**src/hw/rtl/ieqc_pkg.sv**
```systemverilog
// ----------------------------------------------------------------------------
// ieqc_pkg
// Shared types, field widths and operation codes of the input-event queue.
// ----------------------------------------------------------------------------
package ieqc_pkg;

  // Field widths
  localparam int KIND_W   = 2;
  localparam int ETYPE_W  = 5;
  localparam int WORD_W   = 32;
  localparam int COORD_W  = 20;
  localparam int CNT_W    = 7;
  localparam int CFG_IDX_W  = 1;
  localparam int CFG_DATA_W = 7;

  // Default queue storage depth
  localparam int DEF_QUEUE_DEPTH = 64;

  // Register reset values
  localparam logic [CNT_W-1:0]   CAPACITY_RST = 7'd64;
  localparam logic [ETYPE_W-1:0] MOTION_RST   = 5'd8;

  // Operation codes
  localparam logic [KIND_W-1:0] KIND_PUSH  = 2'd0;
  localparam logic [KIND_W-1:0] KIND_POP   = 2'd1;
  localparam logic [KIND_W-1:0] KIND_PEEK  = 2'd2;
  localparam logic [KIND_W-1:0] KIND_FLUSH = 2'd3;

  // Register indexes
  localparam logic [CFG_IDX_W-1:0] CFG_CAPACITY = 1'd0;
  localparam logic [CFG_IDX_W-1:0] CFG_MOTION   = 1'd1;

  // One accepted input transaction
  typedef struct packed {
    logic [KIND_W-1:0]         kind;
    logic [ETYPE_W-1:0]        event_type;
    logic                      injected;
    logic [WORD_W-1:0]         window_num;
    logic [WORD_W-1:0]         time_ms;
    logic signed [COORD_W-1:0] pos_x;
    logic signed [COORD_W-1:0] pos_y;
    logic signed [COORD_W-1:0] delta_x;
    logic signed [COORD_W-1:0] delta_y;
    logic [WORD_W-1:0]         extra_data;
  } item_t;

  // One queue entry as stored in RAM
  typedef struct packed {
    logic [ETYPE_W-1:0]        etype;
    logic [WORD_W-1:0]         window;
    logic [WORD_W-1:0]         tstamp;
    logic signed [COORD_W-1:0] pos_x;
    logic signed [COORD_W-1:0] pos_y;
    logic signed [COORD_W-1:0] dlt_x;
    logic signed [COORD_W-1:0] dlt_y;
    logic [WORD_W-1:0]         extra;
  } entry_t;

  // One result transaction
  typedef struct packed {
    logic                      valid_res;
    logic [ETYPE_W-1:0]        out_type;
    logic [WORD_W-1:0]         out_window;
    logic [WORD_W-1:0]         out_time;
    logic signed [COORD_W-1:0] out_x;
    logic signed [COORD_W-1:0] out_y;
    logic signed [COORD_W-1:0] out_dx;
    logic signed [COORD_W-1:0] out_dy;
    logic [WORD_W-1:0]         out_extra;
    logic                      dropped_oldest;
    logic                      merged;
    logic [CNT_W-1:0]          queue_count;
  } res_t;

  // Controller to datapath commands
  typedef struct packed {
    logic latch;     // capture input transaction, clear working result
    logic rd_tail;   // read newest entry
    logic rd_head;   // read oldest entry
    logic push_wr;   // append entry, drop oldest when full
    logic merge_wr;  // merge into newest entry
    logic cap_res;   // capture read entry into working result
    logic pop_adv;   // retire oldest entry
    logic fl_init;   // start flush walk
    logic fl_step;   // advance the flush walk by one step
    logic fl_end;    // commit flushed count
    logic load_out;  // move working result to output register
  } cmd_t;

  // Datapath to controller status
  typedef struct packed {
    logic [KIND_W-1:0] kind;
    logic              merge_cand;
    logic              empty;
    logic              merge_hit;
    logic              fl_done;
  } sts_t;

endpackage

```
**src/hw/rtl/ieqc_ctrl.sv**
```systemverilog
// ----------------------------------------------------------------------------
// ieqc_ctrl
// Operation sequencer: decodes the captured transaction, steps the
// datapath through reads, writes and the flush walk, and owns the
// output valid flag.
// ----------------------------------------------------------------------------
module ieqc_ctrl
  import ieqc_pkg::*;
(
  input  logic clk,
  input  logic rst_n,
  input  logic in_valid,
  output logic in_ready,
  output logic out_valid,
  input  logic out_ready,
  input  sts_t sts,
  output cmd_t cmd
);

  localparam logic [2:0] S_IDLE   = 3'd0;
  localparam logic [2:0] S_DECODE = 3'd1;
  localparam logic [2:0] S_MERGE  = 3'd2;
  localparam logic [2:0] S_READ   = 3'd3;
  localparam logic [2:0] S_FLUSH  = 3'd4;
  localparam logic [2:0] S_DONE   = 3'd5;

  logic [2:0] state_r, state_nxt;
  logic       out_valid_r, out_valid_nxt;

  assign in_ready  = (state_r == S_IDLE);
  assign out_valid = out_valid_r;

  // Sequencing and commands
  always_comb begin
    state_nxt = state_r;
    cmd       = '0;
    case (state_r)
      S_IDLE: begin
        if (in_valid) begin
          cmd.latch = 1'b1;
          state_nxt = S_DECODE;
        end
      end
      S_DECODE: begin
        case (sts.kind)
          KIND_PUSH: begin
            if (sts.merge_cand) begin
              cmd.rd_tail = 1'b1;
              state_nxt   = S_MERGE;
            end else begin
              cmd.push_wr = 1'b1;
              state_nxt   = S_DONE;
            end
          end
          KIND_POP, KIND_PEEK: begin
            if (sts.empty) begin
              state_nxt = S_DONE;
            end else begin
              cmd.rd_head = 1'b1;
              state_nxt   = S_READ;
            end
          end
          KIND_FLUSH: begin
            cmd.fl_init = 1'b1;
            state_nxt   = S_FLUSH;
          end
          default: begin
            state_nxt = S_DONE;
          end
        endcase
      end
      S_MERGE: begin
        // newest entry is back from RAM: merge or append
        if (sts.merge_hit) begin
          cmd.merge_wr = 1'b1;
        end else begin
          cmd.push_wr = 1'b1;
        end
        state_nxt = S_DONE;
      end
      S_READ: begin
        cmd.cap_res = 1'b1;
        cmd.pop_adv = (sts.kind == KIND_POP);
        state_nxt   = S_DONE;
      end
      S_FLUSH: begin
        if (sts.fl_done) begin
          cmd.fl_end = 1'b1;
          state_nxt  = S_DONE;
        end else begin
          cmd.fl_step = 1'b1;
        end
      end
      S_DONE: begin
        // hand over once the output register is free
        if (!out_valid_r || out_ready) begin
          cmd.load_out = 1'b1;
          state_nxt    = S_IDLE;
        end
      end
      default: begin
        state_nxt = S_IDLE;
      end
    endcase
  end

  // Output valid flag
  always_comb begin
    out_valid_nxt = out_valid_r;
    if (cmd.load_out) begin
      out_valid_nxt = 1'b1;
    end else if (out_ready) begin
      out_valid_nxt = 1'b0;
    end
  end

  always_ff @(posedge clk) begin
    if (!rst_n) begin
      state_r     <= S_IDLE;
      out_valid_r <= 1'b0;
    end else begin
      state_r     <= state_nxt;
      out_valid_r <= out_valid_nxt;
    end
  end

endmodule

```
**config.mk**
```make
export PLATFORM = sky130hd
export DESIGN_NAME = ieqc_ctrl
export DESIGN_NICKNAME = d
export VERILOG_FILES = /design/src/hw/rtl/ieqc_pkg.sv /design/src/hw/rtl/ieqc_ctrl.sv
export SDC_FILE = /design/constraint.sdc
export NUM_CORES = 1
export LEC_CHECK = 0
export ABC_CLOCK_PERIOD_IN_PS = 1300
export BUFFER_PORTS_ARGS = -buffer_cell sky130_fd_sc_hd__buf_2
export CORE_AREA = 5 5 42 44
export CTS_CLUSTER_DIAMETER = 120
export CTS_CLUSTER_SIZE = 20
export DETAILED_ROUTE_END_ITERATION = 6
export DIE_AREA = 0 0 47 49
export SKIP_CTS_REPAIR_TIMING = 1
export SLEW_MARGIN = 40
export SYNTH_ARGS = -nofsm -noshare
export SYNTH_HDL_FRONTEND = slang
export SYNTH_SLANG_ARGS = --single-unit
```
**constraint.sdc**
```tcl
create_clock -name clk -period 1.3 [get_ports clk]
set_input_delay 0.065 -clock clk [delete_from_list [all_inputs] [get_ports clk]]
set_output_delay 0.065 -clock clk [all_outputs]
set_load 0.01 [all_outputs]
```
After elaboration in Yosys (flattened, before gate mapping):

Index checks and enable logic that the tools add are counted.
Widths: inputs -> output; s select.

* flip-flop bits (word level): 4
* input port bits: 10
* word-level logic and storage cells: 51
* output and inout bits: 13

* mux-type cells: 30
* reductions and logical operators: 8
* eq/ne operators: 11

Operator list (number)
* $mux 1: 19
* $mux 3: 5
* $pmux 3 s5: 1
* $pmux 3 s3: 1
* $eq 3x2->1 const B: 2
* $eq 3x3->1 const B: 2
* $mux 2: 3
* $ne 2x2->1 const B: 3
* $eq 2x2->1 const B: 2
* $reduce_or 2->1: 2
* $eq 3x1->1 const B: 1
* $logic_not 3->1: 1
* $reduce_and 3->1: 1
* $eq 2x1->1 const B: 1
* $logic_not 2->1: 1
* $pmux 1 s2: 1
* $reduce_bool 2->1: 1
* $logic_not 1->1: 1
* $logic_or 1x1->1: 1

Logic depth before layout (Yosys ltp):

Gate-level depths: netlist (run 1).

* depth after elaboration: 5
* mapped depth: 6
* mapped depth without buffers: 6

Least setup slack after synthesis (run 1):

OpenSTA, ideal clock, no wires.

* path type: register to output
* start point: register state_r[1]
* end point: output cmd[4] (netlist name)
* arrival: 1.022 ns
* buffers on the path: 0
* slack: 0.213 ns
* required time: 1.235 ns
* cell stages (with the launch flop): 4
* cell sequence: dfxtp_1 -> inv_1 -> nor3_1 -> and2_1

RTL lines
* start: declaration: RTL line ieqc_ctrl.sv:27 `logic [2:0] state_r, state_nxt;`
* start signal: assignment: RTL line ieqc_ctrl.sv:122 `state_r <= state_nxt;`
* end: declaration: RTL line ieqc_ctrl.sv:17 `output cmd_t cmd`

==> reports/results.md, run 1 <==
| Item | Reported |
| --- | --- |
| Run status | completed |
| Post-Syn Instances | 54 |
| Max Used Layer | met3 |
| Routed met3 length | 73 µm |
| Total setup violations reported at the end of the flow | 0 |
| Remaining global-route overflow | 0 |
| Netlist cell types | 29 |
| Synthesized area per cell | 7.55 µm² |
| Commonest non-fill, non-tap cells in the layout | 21 x buf_2, 8 x nor2_1, 6 x buf_4, 4 x inv_1, 4 x ha_1 |
| Number of antenna violations at the first check in global routing | 0 |
| Maximum number of buffers from clock root to sink | 2 |
| Worst hold path type | input port to register |
| Warning count from the yosys run | 0 |
| Clock transition at path regs | 0.04 ns |
| Critical path peak fanout | 6 |
| Leakage | 0.349 nW |
| Clock Latency Late Sink | 0.23 ns |
| Number of fill cells | 148 |
| Largest area contributor in the synthesized netlist | dfxtp_1 |
| Total power | 0.659 mW |
| VDD IR-drop max | 0.439 mV |
| HPWL Detailed | 844 µm |
| Vias in the first global route | 439 |
| Core region area | 1400 µm² |
| GPL Wtd Cong | 0.696 |
| Count of buffer and inverter cells on the critical path | 3 |
| Cell types with the largest area share after synthesis | dfxtp_1 20%, ha_1 12%, nor2_1 7.4%, and2_1 4.6%, nor3_1 3.7% |
| Fraction of the mapped netlist area in adder cells | 12.3% |
| Number of enable-type register cells in the synthesized netlist | 0 |
| FP Rows | 14 |
| Initial DRC Count | 5 |
| Proportion of layout cells with a drive suffix above 1 | 48.2% |
| Die Area | 2300 µm² |
| Count of buffers from port buffering | 22 |
| Antenna Cells | 0 |
| Mapped Nets | 68 |
| Critical path, cell by cell | inv_4 > nor3_2 > buf_4 > and3b_1 > buf_2 |
| Area growth, synth to finish | 50.3% |
| Pin count of the biggest net entering global routing | 10 |
| Finished Core Util | 43.8% |
| Detailed-routing wirelength on met1 | 424 µm |
| Fin crit share | 99.8% |
| Total power per unit cell area | 1080 nW/µm² |
| WL met2 | 559 µm |
| Setup crit end kind | primary output |
| Top achievable clock speed | 0.771 GHz |
| Simple logic cell fraction of the synthesized area | 39.9% |
| CTS H-tree lvls | 1 |
| Xor-xnor portion of the synthesized cell area | 0% |
| Seq/Total Area, Yosys | 19.6% |
| Total Routing Usage GR | 9.36% |
| Root Buffer Master | clkbuf_4 |
| Crit path DAT | 1.23 ns |
| Number of failing hold endpoints at the final stage | 0 |
| Slew HR | 80.8% |
| Total via count after detailed routing | 473 |
| Worst-path cell with the longest stage delay | dfxtp_4 |
| Type of the worst setup path | register to primary output |
| Largest family of logic cells by synthesized area | simple AND/OR/NAND/NOR gates |
| Fraction of the mapped netlist area in compound gates | 16.6% |
| Routed length per placed instance | 10.7 µm |
| Wire length of the first global-routing pass | 1.66 mm |
| Slew at the pin with the worst max-slew slack | 0.287 ns |
| Async S/R FF share, synth | 0% |
| Die X | 47 µm |
| Setup repair after global routing missed its margin | true |
| Via-to-Cell Ratio | 4.78 |
| Net count of the finished layout | 99 |
| Clock tree from TritonCTS | done |
| Residual DRC count | 0 |
| Top-Level Pins | 23 |
| Floorplan die height | 49 µm |
| Post-synthesis cell area | 408 µm² |
| Ys flop type | dfxtp_1 |
| Count of nets left with antenna violations after detail routing | 0 |
| Worst hold margin | 0.101 ns |
| Cell family contributing the most delay on the critical path | flip-flops |
| Worst Clk Skew | 0.00555 ns |
| Number of violations of the max-capacitance limit | 0 |
| #FFs+latches synth | 4 |
| Number of buffers inserted during clock tree synthesis | 3 |
| Drt pass-1 iters | 4 |
| Post-Route WL | 1.06 mm |
| Count of clock tree sinks | 4 |
| Most common library cell in the layout ignoring fill and taps | buf_2 |
| Sort of element at the start of the critical path | register |
| Data required time of the worst path | 1.24 ns |
| Time the final worst path needs with I/O delays and setup | 1.30 ns |
| Count of pins over their slew limit | 0 |
| Area share of the largest cell type after synthesis | 19.6% |
| Slowest cell delay on critical path | 0.37 ns |
| Initial standard-cell utilization of the core | 29.1% |
| Share of cell area taken by muxes after synthesis | 2.45% |
[cells by family (layout without fill, tap and decap cells)]
logic type,after synthesis,in the layout
AOI/OAI and AO/OA,9,9
adders and majority gates,4,4
buffers and inverters,7,36
DFF,4,4
muxes,1,1
and+or+nand+nor,29,29
[flip-flops by register name, summed over array words and instances (netlist names)]
name       count
out_valid      1
state_r        3
[per-stage QoR]
stage	instances	worst slack, ns	cell area, µm²	setup TNS [ns]
after floorplan	54	0.213	408	0
after global placement	94	0.0742	549	0
after detailed placement	94	0.0161	549	0
after CTS	97	-0.116	572	-0.467
after global routing	99	-0.0843	613	-0.310
final	99	0.00267	613	0
[layout make-up]
class	count	area (µm²)	share of cell area (%)
multi-input cells	43	300	49.0
flip-flops and latches	4	87.6	14.3
clock buffers	3	22.5	3.67
inverters	5	21.3	3.47
well taps	16	20.0	3.27
repair buffers	28	161	26.3
[power breakdown]
| part | total (mW) | internal, mW | switching, mW | leakage (nW) |
|---|---|---|---|---|
| clock | 0.149 | 0.103 | 0.0460 | 0.0138 |
| sequential | 0.172 | 0.146 | 0.0258 | 0.0341 |
| combinational | 0.339 | 0.170 | 0.168 | 0.302 |
[worst reg2reg max path: cells and delay by family (launching register included)]
kind | cells | cell delay, ns
DFF | 1 | 0.36
AOI/OAI and AO/OA | 1 | 0.14
muxes | 1 | 0.22
and+or+nand+nor | 2 | 0.35
[path summary, 6_finish.rpt]
path / end / slack, ns / cells past startpoint / startpoint
max: cmd[8] / 0.003 / 5 / state_r[0]$_SDFFE_PN0P_
min: out_valid$_SDFFE_PN0P_ / 0.10 / 2 / rst_n
max reg2reg: state_r[0]$_SDFFE_PN0P_ / 0.16 / 4 / state_r[1]$_SDFFE_PN0P_
min reg2reg: state_r[0]$_SDFFE_PN0P_ / 0.66 / 3 / state_r[2]$_SDFFE_PN0P_
[cell usage after synthesis (all sizes together), types with 2 or more instances]
cell type and count:
a211oi 2, a21boi 2, and2 4, and2b 2
and3 3, buf 2, dfxtp 4, ha 4
inv 5, nand2 2, nand3 2, nor2 8
nor3 3
[routing by layer]
| metal | track usage [%] | vias to the layer above |
|---|---|---|
| met5 | 0 | - |
| met4 | 4.15 | 0 |
| met3 | 2.21 | 0 |
| met2 | 15.6 | 14 |
| met1 | 10.7 | 213 |
| li1 | - | 246 |
Power figures use the tool's default switching activity.
==> run 2, diff against run 1 <==
--- a/config.mk
+++ b/config.mk
@@ -12,6 +12,7 @@
 export CTS_CLUSTER_SIZE = 20
 export DETAILED_ROUTE_END_ITERATION = 6
 export DIE_AREA = 0 0 47 49
+export SETUP_SLACK_MARGIN = 0.05
 export SKIP_CTS_REPAIR_TIMING = 1
 export SLEW_MARGIN = 40
 export SYNTH_ARGS = -nofsm -noshare
==> run 2 against run 1 <==
- the flow now finishes with violations (setup timing)
- clock power is essentially flat
- first-iteration DRC count up 60%
- clock-buffer cell count unchanged
- critical endpoint unchanged
- largest power group unchanged
==> reports/results.md, run 2 (same netlist as run 1, synthesis figures left out) <==
| Item | Reported |
| --- | --- |
| Run status | finished, violations left |
| Failing checks | setup timing |
| Remaining global-route overflow | 0 |
| Leakage | 0.351 nW |
| Floorplan die height | 49 µm |
| Number of antenna violations at the first check in global routing | 0 |
| Maximum number of buffers from clock root to sink | 2 |
| Most common library cell in the layout ignoring fill and taps | buf_2 |
| Worst slack, placed | 0.0161 ns |
| Critical path, cell by cell | inv_4 > nor3_2 > buf_4 > and3b_1 > buf_2 |
| FP Rows | 14 |
| Crit path DAT | 1.24 ns |
| Sort of element at the start of the critical path | register |
| Post-Route WL | 1.11 mm |
| Count of clock tree sinks | 4 |
| Area growth, synth to finish | 53.1% |
| Part of the total power dissipated in combinational logic | 52.1% |
| Final WS setup | -0.00338 ns |
| Met3 global-route usage | 2.21% |
| Worst-path cell with the longest stage delay | dfxtp_4 |
| Residual DRC count | 0 |
| Time the final worst path needs with I/O delays and setup | 1.30 ns |
| Drt pass-1 iters | 4 |
| Pin count of the biggest net entering global routing | 10 |
| Fin crit share | 100% |
| Count of nets left with antenna violations after detail routing | 0 |
| Post-layout instance area | 624 µm² |
| Clock tree from TritonCTS | done |
| Data required time of the worst path | 1.24 ns |
| Met2 global-route usage | 15.6% |
| Worst hold path type | input port to register |
| Cell-internal power | 0.424 mW |
| Part of the total power dissipated in sequential elements | 25.6% |
| Total via count after detailed routing | 474 |
| HPWL Detailed | 844 µm |
| Count of pins over their slew limit | 0 |
| Switching share of power | 37.1% |
| Wire length of the first global-routing pass | 1.66 mm |
| Commonest non-fill, non-tap cells in the layout | 21 x buf_2, 8 x nor2_1, 6 x buf_4, 4 x inv_1, 4 x ha_1 |
| Via-to-Cell Ratio | 4.79 |
| Die Area | 2300 µm² |
| Top reg by flops | state_r |
| Top-Level Pins | 23 |
| Number of violations of the max-capacitance limit | 0 |
| Routed length per placed instance | 11.2 µm |
| Clock transition at path regs | 0.04 ns |
| Number of fill cells | 148 |
| Setup crit end kind | primary output |
| Slew at the pin with the worst max-slew slack | 0.310 ns |
| GR met1 Demand/Resource | 10.7% |
| Switching component of the power | 0.250 mW |
| Clock network fraction of total power | 22.3% |
| Setup repair after global routing missed its margin | true |
| Net count of the finished layout | 99 |
| Total power per unit cell area | 1080 nW/µm² |
| Slew HR | 79.3% |
| CTS H-tree lvls | 1 |
| Total Routing Usage GR | 9.36% |
| Footprint of the multi-input gates | 312 µm² |
| Proportion of layout cells with a drive suffix above 1 | 50.6% |
| VDD IR-drop max | 0.439 mV |
| Most congested layer reported by global routing | met2 |
| Total setup violations reported at the end of the flow | 1 |
| Number of failing hold endpoints at the final stage | 0 |
| Die X | 47 µm |
| Clock Latency Late Sink | 0.23 ns |
| Antenna Cells | 0 |
| FF/Latch Area | 87.6 µm² |
| Vias in the first global route | 439 |
| Initial standard-cell utilization of the core | 29.1% |
| Slowest cell delay on critical path | 0.37 ns |
| Core region area | 1400 µm² |
| Post-placement cell area | 549 µm² |
| Number of buffers inserted during clock tree synthesis | 3 |
| Top achievable clock speed | 0.767 GHz |
| Count of buffers from port buffering | 22 |
| Type of the worst setup path | register to primary output |
| Initial DRC Count | 8 |
| GPL Wtd Cong | 0.696 |
| Root Buffer Master | clkbuf_4 |
| Flip-flop count of the largest register after layout | 3 |
| Critical path peak fanout | 6 |
| Worst Clk Skew | 0.00653 ns |
run 2: final timing paths:
kind                            slack [ns]                     from  depth (start not counted)                 endpoint
worst max register to register        0.14  state_r[1]$_SDFFE_PN0P_                          4  state_r[0]$_SDFFE_PN0P_
worst min register to register        0.66  state_r[2]$_SDFFE_PN0P_                          3  state_r[0]$_SDFFE_PN0P_
worst min-delay path                  0.10                    rst_n                          2   out_valid$_SDFFE_PN0P_
worst max-delay path                -0.003  state_r[0]$_SDFFE_PN0P_                          5                   cmd[8]
run 2: critical path, delay by kind of cell (launching register included):
kind                   cells  cell delay (ns)
buffers and inverters      3             0.31
flip-flops                 1             0.37
AND/OR/NAND/NOR            2             0.32
run 2: per-stage QoR:
step | cells | total power, mW | hold WS [ns] | util [%] | TNS [ns]
after floorplan | 54 | 0.361 | 0.178 | - | 0
after global routing | 99 | 0.727 | 0.102 | 44.6 | -0.327
after global placement | 94 | 0.468 | 0.336 | 39.2 | 0
after detailed placement | 94 | 0.470 | 0.331 | 39.2 | 0
final | 99 | 0.673 | 0.100 | 44.6 | -0.00338
after CTS | 97 | 0.623 | 0.100 | 40.8 | -0.467
run 2: cell type report:
class	instances	area share (%)
clock buffer	3	3.61
inverter	5	3.41
multi-input combinational	43	49.9
sequential	4	14.0
tap	16	3.21
timing repair buffer	28	25.9
run 2: routing by layer:
metal | up-vias | routed length (µm)
met2 | 14 | 593
met3 | 0 | 73
li1 | 246 | -
met1 | 214 | 439
met4 | 0 | 0
met5 | - | 0
run 2: power groups by stage:
stage / combinational, mW / sequential, mW / clock [mW]
after floorplan: 0.194 / 0.167 / 0
after global placement: 0.304 / 0.165 / 0
after detailed placement: 0.304 / 0.166 / 0
after CTS: 0.305 / 0.164 / 0.154
after global routing: 0.389 / 0.175 / 0.163
final: 0.351 / 0.173 / 0.150
==> run 3, diff against run 2 <==
--- a/config.mk
+++ b/config.mk
@@ -5,7 +5,7 @@
 export SDC_FILE = /design/constraint.sdc
 export NUM_CORES = 1
 export LEC_CHECK = 0
-export ABC_CLOCK_PERIOD_IN_PS = 1300
+export ABC_CLOCK_PERIOD_IN_PS = 1400
 export BUFFER_PORTS_ARGS = -buffer_cell sky130_fd_sc_hd__buf_2
 export CORE_AREA = 5 5 42 44
 export CTS_CLUSTER_DIAMETER = 120
==> constraint.sdc (replaced) <==
create_clock -name clk -period 1.4 [get_ports clk]
set_input_delay 0.07 -clock clk [delete_from_list [all_inputs] [get_ports clk]]
set_output_delay 0.07 -clock clk [all_outputs]
set_load 0.01 [all_outputs]
==> run 3 against run 2 <==
- the run now ends clean
- via count is 5.1% lower
- non-clock buffer count down 6
- critical path type unchanged
- sequential cell count is the same
- highest routed layer is now met4
- sequential power rose by 3%
- final cell count is 6.1% lower
==> reports/results.md, run 3 (same netlist as run 1, synthesis figures left out) <==
| Item | Reported |
| --- | --- |
| Run status | completed |
| Count of buffer and inverter cells on the critical path | 1 |
| Top achievable clock speed | 0.763 GHz |
| Number of failing hold endpoints at the final stage | 0 |
| Worst slack, placed | 0.0839 ns |
| Critical path peak fanout | 6 |
| Critical path, cell by cell | and2b_2 > a32oi_1 > nor2_1 > buf_2 |
| Top-Level Pins | 23 |
| Die Area | 2300 µm² |
| Initial DRC Count | 5 |
| Sort of element at the start of the critical path | register |
| Crit path DAT | 1.24 ns |
| VDD IR-drop max | 0.425 mV |
| Time the final worst path needs with I/O delays and setup | 1.31 ns |
| Count of nets left with antenna violations after detail routing | 0 |
| Wire length of the first global-routing pass | 1.81 mm |
| Proportion of layout cells with a drive suffix above 1 | 45.5% |
| Finished Core Util | 40.3% |
| Source of the worst register-to-register timing path | state_r[1]$_SDFFE_PN0P_ |
| Number of antenna violations at the first check in global routing | 0 |
| Setup crit end kind | primary output |
| Worst Clk Skew | 0.00395 ns |
| Number of buffers inserted during clock tree synthesis | 3 |
| Total power | 0.558 mW |
| Floorplan die height | 49 µm |
| Number of fill cells | 168 |
| Count of clock tree sinks | 4 |
| Clock transition at path regs | 0.03 ns |
| Type of the worst setup path | register to primary output |
| Net count of the finished layout | 93 |
| Min-Delay Endpoint | out_valid$_SDFFE_PN0P_ |
| Worst reg2reg setup slack | 0.27 ns |
| Count of pins over their slew limit | 0 |
| Maximum number of buffers from clock root to sink | 2 |
| Top reg by flops | state_r |
| Post-placement cell area | 519 µm² |
| Remaining global-route overflow | 0 |
| Residual DRC count | 0 |
| Slew HR | 80.1% |
| FP Rows | 14 |
| Clock tree from TritonCTS | done |
| CTS H-tree lvls | 1 |
| GPL Wtd Cong | 0.710 |
| Drt pass-1 iters | 4 |
| Total Routing Usage GR | 10.8% |
| Startpoint of the most critical hold path | rst_n |
| Leakage | 0.321 nW |
| Post-Route WL | 985 µm |
| Cell family contributing the most delay on the critical path | flip-flops |
| FF/Latch Area | 86.3 µm² |
| Worst-path cell with the longest stage delay | dfxtp_4 |
| Footprint of the multi-input gates | 307 µm² |
| Slowest cell delay on critical path | 0.38 ns |
| HPWL Detailed | 790 µm |
| Post-layout instance area | 564 µm² |
| Worst hold margin | 0.102 ns |
| Pin count of the biggest net entering global routing | 16 |
| Via-to-Cell Ratio | 4.84 |
| Flip-flop count of the largest register after layout | 3 |
| Core region area | 1400 µm² |
| Total setup violations reported at the end of the flow | 0 |
| Fin crit share | 93.6% |
| Worst hold path type | input port to register |
| Final WS setup | 0.0894 ns |
| Setup tns final | 0 ns |
| Area growth, synth to finish | 38.3% |
| Capture instance of the worst register-to-register path | state_r[0]$_SDFFE_PN0P_ |
| Cell Count Post-Placement | 90 |
| Vias in the first global route | 425 |
| Register-to-Register Path Depth | 4 |
| Initial standard-cell utilization of the core | 29.1% |
| Data required time of the worst path | 1.33 ns |
| Commonest non-fill, non-tap cells in the layout | 22 x buf_2, 8 x nor2_1, 4 x inv_1, 4 x ha_1 |
| Routed length per placed instance | 10.6 µm |
| Slew at the pin with the worst max-slew slack | 0.297 ns |
| Final std cells w/o fill | 93 |
| Die X | 47 µm |
| Total power per unit cell area | 989 nW/µm² |
| Count of buffers from port buffering | 22 |
| Setup repair after global routing missed its margin | true |
| Number of violations of the max-capacitance limit | 0 |
| Total via count after detailed routing | 450 |
| Antenna Cells | 0 |
| Hold depth | 2 |
| Most common library cell in the layout ignoring fill and taps | buf_2 |
| Root Buffer Master | clkbuf_4 |
| Clock Latency Late Sink | 0.23 ns |
## run 3: layer usage
metal	share of wire [%]	wire length, µm	global-route usage (%)	up-vias
met5	0	0	0	-
met1	40	392	12.9	198
met4	0.91	9	4.15	0
met2	50	496	15.6	17
li1	-	-	-	233
met3	8.7	86	5.90	2
## run 3: final cells by class
type | count | share of cell area, %
multi-input cells | 43 | 54.3
repair buffers | 22 | 19.5
flip-flops and latches | 4 | 15.3
clock buffers | 3 | 3.99
well taps | 16 | 3.55
inverters | 5 | 3.33
## run 3: power breakdown
group | switching, mW | internal [mW]
clock network | 0.0453 | 0.0957
registers | 0.0440 | 0.135
logic | 0.127 | 0.111
total | 0.216 | 0.342
## run 3: how the worst max path moves through the flow
stage	startpoint	endpoint	slack, ns	depth (start not counted)
finish	state_r[1]$_SDFFE_PN0P_	cmd[7]	0.09	4
global route	state_r[1]$_SDFFE_PN0P_	cmd[7]	0.02	4
CTS	state_r[0]$_SDFFE_PN0P_	cmd[9]	-0.06	4
detailed placement	sts[4]	state_r[2]$_SDFFE_PN0P_	0.08	7
global placement	sts[4]	state_r[2]$_SDFFE_PN0P_	0.13	7
floorplan	state_r[1]$_SDFFE_PN0P_	cmd[4]	0.31	3
